--- config.mk ---
export PLATFORM = sky130hd
export DESIGN_NAME = timing_wheel_timeout_table
export DESIGN_NICKNAME = d
export VERILOG_FILES = /design/src/rtl/twtt_pkg.sv /design/src/rtl/twtt_rem_unit.sv /design/src/rtl/timing_wheel_timeout_table.sv
export VERILOG_INCLUDE_DIRS = /design/src /design/src/rtl
export SDC_FILE = /design/constraint.sdc
export NUM_CORES = 2
export LEC_CHECK = 0
export BUFFER_PORTS_ARGS = -buffer_cell sky130_fd_sc_hd__buf_2
export CAP_MARGIN = 20
export CORE_MARGIN = 2
export CORE_UTILIZATION = 45
export DETAILED_ROUTE_END_ITERATION = 10
export GPL_TIMING_DRIVEN = 1
export SETUP_SLACK_MARGIN = 0.5
export SLEW_MARGIN = 0
export SYNTH_ARGS = -nofsm -noshare
export SYNTH_HDL_FRONTEND = slang
export SYNTH_SLANG_ARGS = --single-unit
--- constraint.sdc ---
create_clock -name clk_i -period 6.9 [get_ports clk_i]
set_input_delay 0.69 -clock clk_i [delete_from_list [all_inputs] [get_ports clk_i]]
set_output_delay 0.69 -clock clk_i [all_outputs]
set_load 0.01 [all_outputs]
--- src/rtl/timing_wheel_timeout_table_macros.svh ---
// Assertion macros for the timing wheel timeout table.
// Included by the top level; expects clk_i and rst_ni in scope.
`ifndef TIMING_WHEEL_TIMEOUT_TABLE_MACROS_SVH
`define TIMING_WHEEL_TIMEOUT_TABLE_MACROS_SVH

// Clocked property, disabled while reset is asserted.
`define TWTT_ASSERT(label, prop, msg) \
  label: assert property (@(posedge clk_i) disable iff (!rst_ni) (prop)) else $error(msg);

// Condition that must never be true.
`define TWTT_ASSERT_NEVER(label, cond, msg) \
  `TWTT_ASSERT(label, !(cond), msg)

`endif

--- src/rtl/twtt_pkg.sv ---
// Shared types, constants and helpers of the timing wheel timeout table.
// No dependencies; used by twtt_rem_unit and timing_wheel_timeout_table.
package twtt_pkg;

  localparam int TIMER_ENTRIES = 64;
  localparam int ID_W          = 6;
  localparam int DELAY_W       = 32;
  localparam int SLOT_W        = 7;
  localparam int CUR_W         = 6;
  localparam int ENTRY_CNT_W   = $clog2(TIMER_ENTRIES + 1);

  localparam logic [SLOT_W-1:0] SLOT_RESET = SLOT_W'(60);
  localparam logic [SLOT_W-1:0] MAX_SLOTS  = SLOT_W'(64);

  localparam logic [1:0] CMD_ADD     = 2'd0;
  localparam logic [1:0] CMD_REFRESH = 2'd1;
  localparam logic [1:0] CMD_TICK    = 2'd2;

  typedef struct packed {
    logic [1:0]         cmd;
    logic [ID_W-1:0]    timer_id;
    logic [DELAY_W-1:0] delay_ticks;
  } twtt_req_t;

  typedef struct packed {
    logic [ID_W-1:0] expired_id;
    logic            last_expired;
  } twtt_rsp_t;

  typedef struct packed {
    logic [CUR_W-1:0]  expiry;
    logic [SLOT_W-1:0] delay;
  } twtt_entry_t;

  typedef struct packed {
    logic               start;
    logic [DELAY_W-1:0] dividend;
  } twtt_div_req_t;

  typedef struct packed {
    logic             busy;
    logic             done;
    logic [CUR_W-1:0] rem;
  } twtt_div_rsp_t;

  typedef enum logic [2:0] {
    ST_IDLE,
    ST_REDUCE,
    ST_RD,
    ST_DIV,
    ST_SCAN,
    ST_FLUSH
  } twtt_state_e;

  // Slot count as used by the wheel: zero acts as one, values above the maximum clamp.
  function automatic logic [SLOT_W-1:0] eff_slots(input logic [SLOT_W-1:0] raw);
    logic [SLOT_W-1:0] res;
    if (raw == '0) begin
      res = SLOT_W'(1);
    end else if (raw > MAX_SLOTS) begin
      res = MAX_SLOTS;
    end else begin
      res = raw;
    end
    return res;
  endfunction

endpackage

--- src/rtl/twtt_rem_unit.sv ---
// Bit-serial remainder unit: dividend modulo slot count, one dividend bit per cycle.
// Depends on twtt_pkg.
module twtt_rem_unit (
  input  logic                         clk_i,
  input  logic                         rst_ni,
  input  twtt_pkg::twtt_div_req_t      req_i,
  input  logic [twtt_pkg::SLOT_W-1:0]  divisor_i,
  output twtt_pkg::twtt_div_rsp_t      rsp_o
);

  localparam int CNT_W = $clog2(twtt_pkg::DELAY_W);

  logic                          busy_q, busy_d;
  logic                          done_q, done_d;
  logic [CNT_W-1:0]              cnt_q, cnt_d;
  logic [twtt_pkg::DELAY_W-1:0]  dvd_q, dvd_d;
  logic [twtt_pkg::CUR_W-1:0]    rem_q, rem_d;
  logic [twtt_pkg::SLOT_W-1:0]   trial;

  // The partial remainder stays below the divisor, so it fits the slot index width.
  assign trial = {rem_q, dvd_q[twtt_pkg::DELAY_W-1]};

  always_comb begin
    busy_d = busy_q;
    done_d = 1'b0;
    cnt_d  = cnt_q;
    dvd_d  = dvd_q;
    rem_d  = rem_q;
    if (req_i.start) begin
      busy_d = 1'b1;
      cnt_d  = '0;
      dvd_d  = req_i.dividend;
      rem_d  = '0;
    end else if (busy_q) begin
      if (trial >= divisor_i) begin
        rem_d = twtt_pkg::CUR_W'(trial - divisor_i);
      end else begin
        rem_d = twtt_pkg::CUR_W'(trial);
      end
      dvd_d = {dvd_q[twtt_pkg::DELAY_W-2:0], 1'b0};
      cnt_d = cnt_q + CNT_W'(1);
      if (cnt_q == CNT_W'(twtt_pkg::DELAY_W - 1)) begin
        busy_d = 1'b0;
        done_d = 1'b1;
      end
    end
  end

  always_ff @(posedge clk_i or negedge rst_ni) begin
    if (!rst_ni) begin
      busy_q <= 1'b0;
      done_q <= 1'b0;
      cnt_q  <= '0;
    end else begin
      busy_q <= busy_d;
      done_q <= done_d;
      cnt_q  <= cnt_d;
    end
  end

  always_ff @(posedge clk_i) begin
    dvd_q <= dvd_d;
    rem_q <= rem_d;
  end

  assign rsp_o = '{busy: busy_q, done: done_q, rem: rem_q};

endmodule

--- src/rtl/timing_wheel_timeout_table.sv ---
// Top level of the timing wheel timeout table: command decode, entry memory and tick scan.
// Depends on twtt_pkg, twtt_rem_unit and timing_wheel_timeout_table_macros.svh.
//
//   channel  direction  handshake                 payload
//   in       request    in_valid_i / in_stall_o   in_req_i  (cmd, timer_id, delay_ticks)
//   out      result     out_valid_o / out_stall_i out_rsp_o (expired_id, last_expired)
//   cfg      write      cfg_we_i                  cfg_wdata_i (wheel_slots)
//
// Steps per request: an add takes the request, the remainder steps, one per delay bit,
// and the write back; a refresh also takes the entry read; a tick takes the request,
// the entry reads, one a cycle unless a full output holds the scan, the last check, the
// drain and the flush; an ignored command takes only the request. A full output can also
// hold the flush. A wheel write stalls requests while the pointer is reduced. Reset clears
// the armed bits and the pointer at once; every entry is read, but only armed ones match.
`include "timing_wheel_timeout_table_macros.svh"

module timing_wheel_timeout_table (
  input  logic                         clk_i,
  input  logic                         rst_ni,
  input  logic                         in_valid_i,
  output logic                         in_stall_o,
  input  twtt_pkg::twtt_req_t          in_req_i,
  output logic                         out_valid_o,
  input  logic                         out_stall_i,
  output twtt_pkg::twtt_rsp_t          out_rsp_o,
  input  logic                         cfg_we_i,
  input  logic [twtt_pkg::SLOT_W-1:0]  cfg_wdata_i
);

  localparam int ID_W  = twtt_pkg::ID_W;
  localparam int CUR_W = twtt_pkg::CUR_W;
  localparam int SW    = twtt_pkg::SLOT_W;
  localparam int ECW   = twtt_pkg::ENTRY_CNT_W;

  // Control and context registers.
  twtt_pkg::twtt_state_e              state_q, state_d;
  logic [SW-1:0]                      slots_q, slots_d;
  logic [CUR_W-1:0]                   cur_q, cur_d;
  logic [twtt_pkg::TIMER_ENTRIES-1:0] armed_q, armed_d;
  logic                               is_refresh_q, is_refresh_d;
  logic [ID_W-1:0]                    id_q, id_d;
  logic [SW-1:0]                      dly_q, dly_d;

  // Scan pipeline: issue index, the entry under check and the match held back for
  // its last flag.
  logic [ECW-1:0]                     issue_q, issue_d;
  logic                               chk_valid_q, chk_valid_d;
  logic [ID_W-1:0]                    chk_idx_q, chk_idx_d;
  logic                               pend_valid_q, pend_valid_d;
  logic [ID_W-1:0]                    pend_id_q, pend_id_d;

  // Output register.
  logic                               out_valid_q, out_valid_d;
  twtt_pkg::twtt_rsp_t                out_rsp_q, out_rsp_d;

  // Entry memory, one synchronous read and one write port.
  twtt_pkg::twtt_entry_t              mem [twtt_pkg::TIMER_ENTRIES];
  logic                               mem_we, mem_re;
  logic [ID_W-1:0]                    mem_waddr, mem_raddr;
  twtt_pkg::twtt_entry_t              mem_wdata, rdata_q;

  twtt_pkg::twtt_div_req_t            div_req;
  twtt_pkg::twtt_div_rsp_t            div_rsp;

  logic [SW-1:0]                      sc;
  logic                               accept, id_ok, out_free;
  logic                               hit, blocked, scan_end;
  logic [SW-1:0]                      tick_next, add_d, add_sum;

  // State decodes used by the checks at the end.
  logic                               st_idle, st_tick, st_div, hit_taken;

  assign sc       = twtt_pkg::eff_slots(slots_q);
  assign accept   = in_valid_i && !in_stall_o;
  assign id_ok    = (ECW'(in_req_i.timer_id) < ECW'(twtt_pkg::TIMER_ENTRIES));
  assign out_free = !out_valid_q || !out_stall_i;

  // An entry under check matches when it is armed and its expiry slot is the pointer.
  assign hit      = chk_valid_q && armed_q[chk_idx_q] && (rdata_q.expiry == cur_q);
  // Two matches in hand and nowhere to put the older one: hold the scan.
  assign blocked  = hit && pend_valid_q && !out_free;
  assign scan_end = !chk_valid_q && (issue_q == ECW'(twtt_pkg::TIMER_ENTRIES));

  assign tick_next = {1'b0, cur_q} + SW'(1);

  // A remainder of zero stands for a full turn; the pointer is below the slot count,
  // so one conditional subtraction wraps the sum.
  assign add_d   = (div_rsp.rem == '0) ? sc : {1'b0, div_rsp.rem};
  assign add_sum = {1'b0, cur_q} + add_d;

  assign st_idle   = (state_q == twtt_pkg::ST_IDLE);
  assign st_tick   = (state_q == twtt_pkg::ST_SCAN) || (state_q == twtt_pkg::ST_FLUSH);
  assign st_div    = (state_q == twtt_pkg::ST_DIV);
  assign hit_taken = (state_q == twtt_pkg::ST_SCAN) && hit && !blocked;

  twtt_rem_unit u_rem (
    .clk_i     (clk_i),
    .rst_ni    (rst_ni),
    .req_i     (div_req),
    .divisor_i (sc),
    .rsp_o     (div_rsp)
  );

  // Next state.
  always_comb begin
    state_d = state_q;
    case (state_q)
      twtt_pkg::ST_IDLE: begin
        if (accept) begin
          case (in_req_i.cmd)
            twtt_pkg::CMD_ADD: begin
              if (id_ok) begin
                state_d = twtt_pkg::ST_DIV;
              end
            end
            twtt_pkg::CMD_REFRESH: begin
              if (id_ok && armed_q[in_req_i.timer_id]) begin
                state_d = twtt_pkg::ST_RD;
              end
            end
            twtt_pkg::CMD_TICK: begin
              state_d = twtt_pkg::ST_SCAN;
            end
            default: begin
              state_d = twtt_pkg::ST_IDLE;
            end
          endcase
        end
      end
      twtt_pkg::ST_REDUCE: begin
        if ({1'b0, cur_q} < sc) begin
          state_d = twtt_pkg::ST_IDLE;
        end
      end
      twtt_pkg::ST_RD: begin
        state_d = twtt_pkg::ST_DIV;
      end
      twtt_pkg::ST_DIV: begin
        if (div_rsp.done) begin
          state_d = twtt_pkg::ST_IDLE;
        end
      end
      twtt_pkg::ST_SCAN: begin
        if (scan_end) begin
          state_d = twtt_pkg::ST_FLUSH;
        end
      end
      twtt_pkg::ST_FLUSH: begin
        if (!pend_valid_q || out_free) begin
          state_d = twtt_pkg::ST_IDLE;
        end
      end
      default: begin
        state_d = twtt_pkg::ST_IDLE;
      end
    endcase
    if (cfg_we_i) begin
      state_d = twtt_pkg::ST_REDUCE;
    end
  end

  // Outputs and datapath.
  always_comb begin
    in_stall_o   = (state_q != twtt_pkg::ST_IDLE);
    slots_d      = slots_q;
    cur_d        = cur_q;
    armed_d      = armed_q;
    is_refresh_d = is_refresh_q;
    id_d         = id_q;
    dly_d        = dly_q;
    issue_d      = issue_q;
    chk_valid_d  = chk_valid_q;
    chk_idx_d    = chk_idx_q;
    pend_valid_d = pend_valid_q;
    pend_id_d    = pend_id_q;
    out_valid_d  = out_valid_q && out_stall_i;
    out_rsp_d    = out_rsp_q;
    mem_we       = 1'b0;
    mem_waddr    = id_q;
    mem_wdata    = '{expiry: add_sum[CUR_W-1:0], delay: add_d};
    mem_re       = 1'b0;
    mem_raddr    = in_req_i.timer_id;
    div_req      = '{start: 1'b0, dividend: in_req_i.delay_ticks};

    case (state_q)
      twtt_pkg::ST_IDLE: begin
        if (accept) begin
          id_d = in_req_i.timer_id;
          case (in_req_i.cmd)
            twtt_pkg::CMD_ADD: begin
              if (id_ok) begin
                is_refresh_d  = 1'b0;
                div_req.start = 1'b1;
              end
            end
            twtt_pkg::CMD_REFRESH: begin
              if (id_ok && armed_q[in_req_i.timer_id]) begin
                is_refresh_d = 1'b1;
                mem_re       = 1'b1;
              end
            end
            twtt_pkg::CMD_TICK: begin
              if (tick_next >= sc) begin
                cur_d = '0;
              end else begin
                cur_d = tick_next[CUR_W-1:0];
              end
              issue_d      = '0;
              chk_valid_d  = 1'b0;
              pend_valid_d = 1'b0;
            end
            default: begin
              id_d = id_q;
            end
          endcase
        end
      end
      twtt_pkg::ST_REDUCE: begin
        if ({1'b0, cur_q} >= sc) begin
          cur_d = CUR_W'({1'b0, cur_q} - sc);
        end
      end
      twtt_pkg::ST_RD: begin
        // The refreshed timer restarts from the pointer with its stored delay.
        dly_d            = rdata_q.delay;
        div_req.start    = 1'b1;
        div_req.dividend = twtt_pkg::DELAY_W'({1'b0, cur_q} + {1'b0, rdata_q.delay});
      end
      twtt_pkg::ST_DIV: begin
        if (div_rsp.done) begin
          mem_we = 1'b1;
          if (is_refresh_q) begin
            mem_wdata = '{expiry: div_rsp.rem, delay: dly_q};
          end else begin
            if (add_sum >= sc) begin
              mem_wdata.expiry = CUR_W'(add_sum - sc);
            end
            armed_d[id_q] = 1'b1;
          end
        end
      end
      twtt_pkg::ST_SCAN: begin
        if (!blocked) begin
          if (hit) begin
            if (pend_valid_q) begin
              out_valid_d = 1'b1;
              out_rsp_d   = '{expired_id: pend_id_q, last_expired: 1'b0};
            end
            pend_valid_d       = 1'b1;
            pend_id_d          = chk_idx_q;
            armed_d[chk_idx_q] = 1'b0;
          end
          if (issue_q < ECW'(twtt_pkg::TIMER_ENTRIES)) begin
            mem_re      = 1'b1;
            mem_raddr   = issue_q[ID_W-1:0];
            chk_valid_d = 1'b1;
            chk_idx_d   = issue_q[ID_W-1:0];
            issue_d     = issue_q + ECW'(1);
          end else begin
            chk_valid_d = 1'b0;
          end
        end
      end
      twtt_pkg::ST_FLUSH: begin
        // The match still held back is the final one of this tick.
        if (pend_valid_q && out_free) begin
          out_valid_d  = 1'b1;
          out_rsp_d    = '{expired_id: pend_id_q, last_expired: 1'b1};
          pend_valid_d = 1'b0;
        end
      end
      default: begin
        in_stall_o = 1'b1;
      end
    endcase

    if (cfg_we_i) begin
      slots_d = cfg_wdata_i;
    end
  end

  always_ff @(posedge clk_i or negedge rst_ni) begin
    if (!rst_ni) begin
      state_q      <= twtt_pkg::ST_IDLE;
      slots_q      <= twtt_pkg::SLOT_RESET;
      cur_q        <= '0;
      armed_q      <= '0;
      chk_valid_q  <= 1'b0;
      pend_valid_q <= 1'b0;
      out_valid_q  <= 1'b0;
      issue_q      <= '0;
      is_refresh_q <= 1'b0;
    end else begin
      state_q      <= state_d;
      slots_q      <= slots_d;
      cur_q        <= cur_d;
      armed_q      <= armed_d;
      chk_valid_q  <= chk_valid_d;
      pend_valid_q <= pend_valid_d;
      out_valid_q  <= out_valid_d;
      issue_q      <= issue_d;
      is_refresh_q <= is_refresh_d;
    end
  end

  always_ff @(posedge clk_i) begin
    id_q      <= id_d;
    dly_q     <= dly_d;
    chk_idx_q <= chk_idx_d;
    pend_id_q <= pend_id_d;
    out_rsp_q <= out_rsp_d;
  end

  // Entry memory: expiry slot and effective delay of each timer.
  always_ff @(posedge clk_i) begin
    if (mem_we) begin
      mem[mem_waddr] <= mem_wdata;
    end
    if (mem_re) begin
      rdata_q <= mem[mem_raddr];
    end
  end

  assign out_valid_o = out_valid_q;
  assign out_rsp_o   = out_rsp_q;

  // The pointer is on the wheel whenever commands are taken.
  `TWTT_ASSERT(a_cur_on_wheel, st_idle |-> ({1'b0, cur_q} < sc), "pointer off the wheel")
  // A held-back match only exists during a tick.
  `TWTT_ASSERT(a_pend_in_tick, pend_valid_q |-> st_tick, "pending expiry outside a tick")
  // The remainder unit only runs on behalf of an add or a refresh.
  `TWTT_ASSERT_NEVER(a_div_idle, div_rsp.busy && !st_div, "remainder unit busy out of turn")
  // A reported timer is disarmed.
  `TWTT_ASSERT(a_hit_disarms, hit_taken |=> !armed_q[$past(chk_idx_q)], "expired timer armed")

endmodule

==> flow_summary_export.csv <==
group,metric,value,unit
clock_tree,clock_network_latency_to_the_later_pin_of_the_worst_skew_pair,690,ps
outcome,outcome,"finished, final reports clean",
setup_path,critPathLaunch,"u_rem.rem_q[1]$_SDFFE_PP0P_",
finish,finish.utilization,0.5106,
synthesis,post_synth_main_area_contributors,"edfxtp_1, dfrtp_1, nand3_1",
global_route,grt_first_pass_wirelength,183900,um
job,drv_cap,0,
synthesis,synthesis.area_per_instance,12.93,um2
place,placement.setup.worst_slack,1366,ps
sta,timing_max_transition_violations_final,0,
synthesis,postSynthRegisterBits,1013,
place,portBuffers,60,
synthesis,syn_nets,3514,
finish,antenna-diode-count,0,
sta,final.period_utilization,0.8204,
finish,area_growth_syn_to_layout,12.12,%
clock_tree,clock_tree.root_cell,"clkbuf_16",
routing,drt-vias-per-instance,6.167,
synthesis,number_of_library_cell_types_mapped_by_synthesis,80,
synthesis,synth_top_area_frac,0.6189,
routing,finalWirelength,123200,um
clock_tree,tritoncts,"built",
setup_path,path_class,"flip-flop to flip-flop",
routing,dr_total_vias,29363,
global_route,global_route.usage.met3,0.03339,
synthesis,syn_area,0.04411,mm2
place,place.gp.congestion,0.8781,
setup_path,cp.required,7410,ps
clock_tree,clk_buf_depth,3,
floorplan,dieHeight,317.1,um
routing,drt-pass1-iter-count,5,
sta,finalSetupViolCount,0,
finish,layout-drive-gt1-share,0.1268,
sta,clock-skew-final,29.17,ps
power_and_ir_drop,max-vdd-ir-drop,0.0008296,V
clock_tree,ctsHtreeMaxLevel,3,
finish,num-nets-final,3498,
sta,maximum_clock_frequency,0.1766,GHz
floorplan,fp.coreArea,0.09685,mm2
clock_tree,cts_buffers,103,
floorplan,start_util,0.4554,
floorplan,io-pin-count,61,
place,post_dp_cell_area,0.04590,mm2
global_route,global_route.usage.met2,0.3850,
place,hpwlAfterDp,72460,um
sta,finalWorstPathRequiredPeriod,5661,ps
finish,final_cell_mix,"edfxtp_1, nand3_1, o21ai_0",
synthesis,synth-edff-count,909,
synthesis,synth_sequential_area_ratio,0.6773,
synthesis,synth_largest_area_cell,"edfxtp_1",
worst_hold_path,hold_start,"cfg_wdata_i[6]",
routing,post_drt_wl_per_cell,25.89,um
setup_path,critPathMaxFanout,20,
floorplan,die_w,317.1,um
synthesis,synth-main-ff-cell,"edfxtp_1",
power_and_ir_drop,power_per_cell_area,399.5,mW/mm2
power_and_ir_drop,p_leak,16.62,nW
global_route,grt.busiest_layer,"met2",
synthesis,synth_cells,3411,
clock_tree,clkSinkCount,1013,
sta,grt_setup_unrepaired,"no",
finish,final_common_cell,"edfxtp_1",
floorplan,core.rowCount,114,
global_route,grt_antenna_before_repair,0,
sta,final-hold-violation-count,0,
routing,drt.antenna.violating_nets,0,
sta,max-slew-margin-rel,0.2541,
setup_path,cp-end-kind,"flip-flop",
floorplan,floorplan.die_area,0.1005,mm2
global_route,number_of_global_route_vias_before_repair,28127,
synthesis,synth_async_sr_flop_share,0.09674,
global_route,globalRouteTotalUtil,0.2439,
worst_hold_path,worst_hold_path_type,"input pin to flip-flop",
routing,drt_iter0_drc,3563,
synthesis,yosysWarnings,0,
finish,postLayoutCellArea,0.04945,mm2
sta,totalNegativeSetupSlack,0,ps
setup_path,r2r-start,"u_rem.rem_q[1]$_SDFFE_PP0P_",
clock_tree,worst_setup_hold_path_clk_slew,60,ps
global_route,grt_remaining_overflow,0,
global_route,largest_net_degree_at_the_start_of_global_routing,108,
routing,route.detailed.drc,0,
setup_path,worst_ep_arrival_time,6180,ps
sta,timing_worst_slew_pin_value,1118,ps
global_route,gr_met1_demand_resource,0.3515,
sta,post-route-worst-setup-slack,1239,ps
setup_path,critical_path.startpoint_type,"flip-flop",
## critical path, cell delays in order, from the launching register on
cell      delay [ps]
dfxtp_1          360
or4_1            550
nor3_1           280
a21o_1           190
ha_1             170
inv_1             60
fa_1             420
o21ai_0          280
xor2_1           340
ha_1             310
and3_1           140
nand3_1           80
nand3_1           80
a21o_1           180
a21oi_1          440
nor2_1           190
a22oi_1          170
nor2_1            90
a211oi_4         760
buf_4            370
## flip-flops by register name, indices dropped and copies added (netlist names), 7 cells and up
register / flops
armed_q: 64
dly_q: 7
issue_q: 7
mem: 832
out_rsp_o: 7
rdata_q: 13
slots_q: 7
u_rem.dvd_q: 32
## through the flow
stage               power, mW  hold slack [ps]  cells
CTS                     19.80            198.8   4759
global route            20.60            234.4   4761
floorplan               12.13            394.4   3411
finish                  19.76            236.7   4761
detailed placement      14.08            411.0   4563
global placement        14.05            408.3   4563
## cell type report
class / instances / area, um2
Clock inverter: 61 / 655.6
Tap cell: 1276 / 1597
Sequential cell: 1013 / 29870
Inverter: 41 / 153.9
Timing Repair Buffer: 144 / 1131
Multi-Input combinational cell: 2092 / 13190
Fill cell: 8281 / 47400
Clock buffer: 134 / 2849
## per-layer routing
metal / vias to the layer above / wire length, um / share of wire
li1: 13184 / - / -
met1: 14794 / 53090 / 0.43
met2: 1214 / 57220 / 0.46
met3: 171 / 9570 / 0.078
met4: 0 / 3365 / 0.027
met5: - / 0 / 0
## repair_timing
item                      4_1_cts  5_1_grt
hold buffers                    1        0
buffers inserted                0        0
hold endpoints to repair       41        0
gates resized for setup         0        0
## synth_stat cells (6+ instances only)
cell type	number
a21o_1	21
edfxtp_1	909
inv_1	39
xnor2_1	20
buf_2	66
a41oi_1	49
mux2i_1	46
and3_1	151
nor4_2	12
a21boi_0	7
a211oi_1	151
o221ai_1	7
or4_1	15
nor2b_1	12
nor2_1	125
and2_1	6
ha_1	46
a22oi_1	19
mux2_2	15
nand3b_1	8
a2111oi_0	10
o22ai_1	29
o2111ai_1	12
a21oi_1	37
nor3_1	12
or2_2	13
clkbuf_1	180
xor2_1	19
o21a_1	6
mux4_2	22
nand3_1	439
nand2b_1	10
buf_1	8
a31oi_1	65
nand2_1	248
o21bai_1	43
o21ai_0	346
dfrtp_1	94
dfxtp_1	6
## where the power goes
| group | switching, mW | internal, mW | total [mW] |
|---|---|---|---|
| Sequential | 0.224 | 8.88 | 9.11 |
| Clock | 2.41 | 3.34 | 5.75 |
| Combinational | 3.62 | 1.29 | 4.90 |
## cells by family after synthesis
| kind of cell | after synthesis | synth area share |
|---|---|---|
| mux | 84 | 0.02576 |
| flops | 1013 | 0.6773 |
| compound gates | 835 | 0.1216 |
| buf+inv | 306 | 0.02939 |
| fa+ha+maj | 51 | 0.01532 |
| simple gates | 1083 | 0.1229 |
| xor+xnor | 39 | 0.007744 |
## path summary, 6_finish.rpt
check	end	cells after the start	slack (ps)
setup / recovery	mem[35][8]$_DFFE_PP_	19	1240
hold / removal	slots_q[6]$_DFFE_PN0P_	3	240
setup reg to reg	mem[35][8]$_DFFE_PP_	19	1240
hold reg to reg	out_rsp_o[3]$_DFFE_PP_	0	420
max in group asynchronous	cur_q[5]$_DFFE_PN0P_	3	5180
min in group asynchronous	armed_q[9]$_DFFE_PN0P_	2	540
Power figures use the tool's default switching activity.
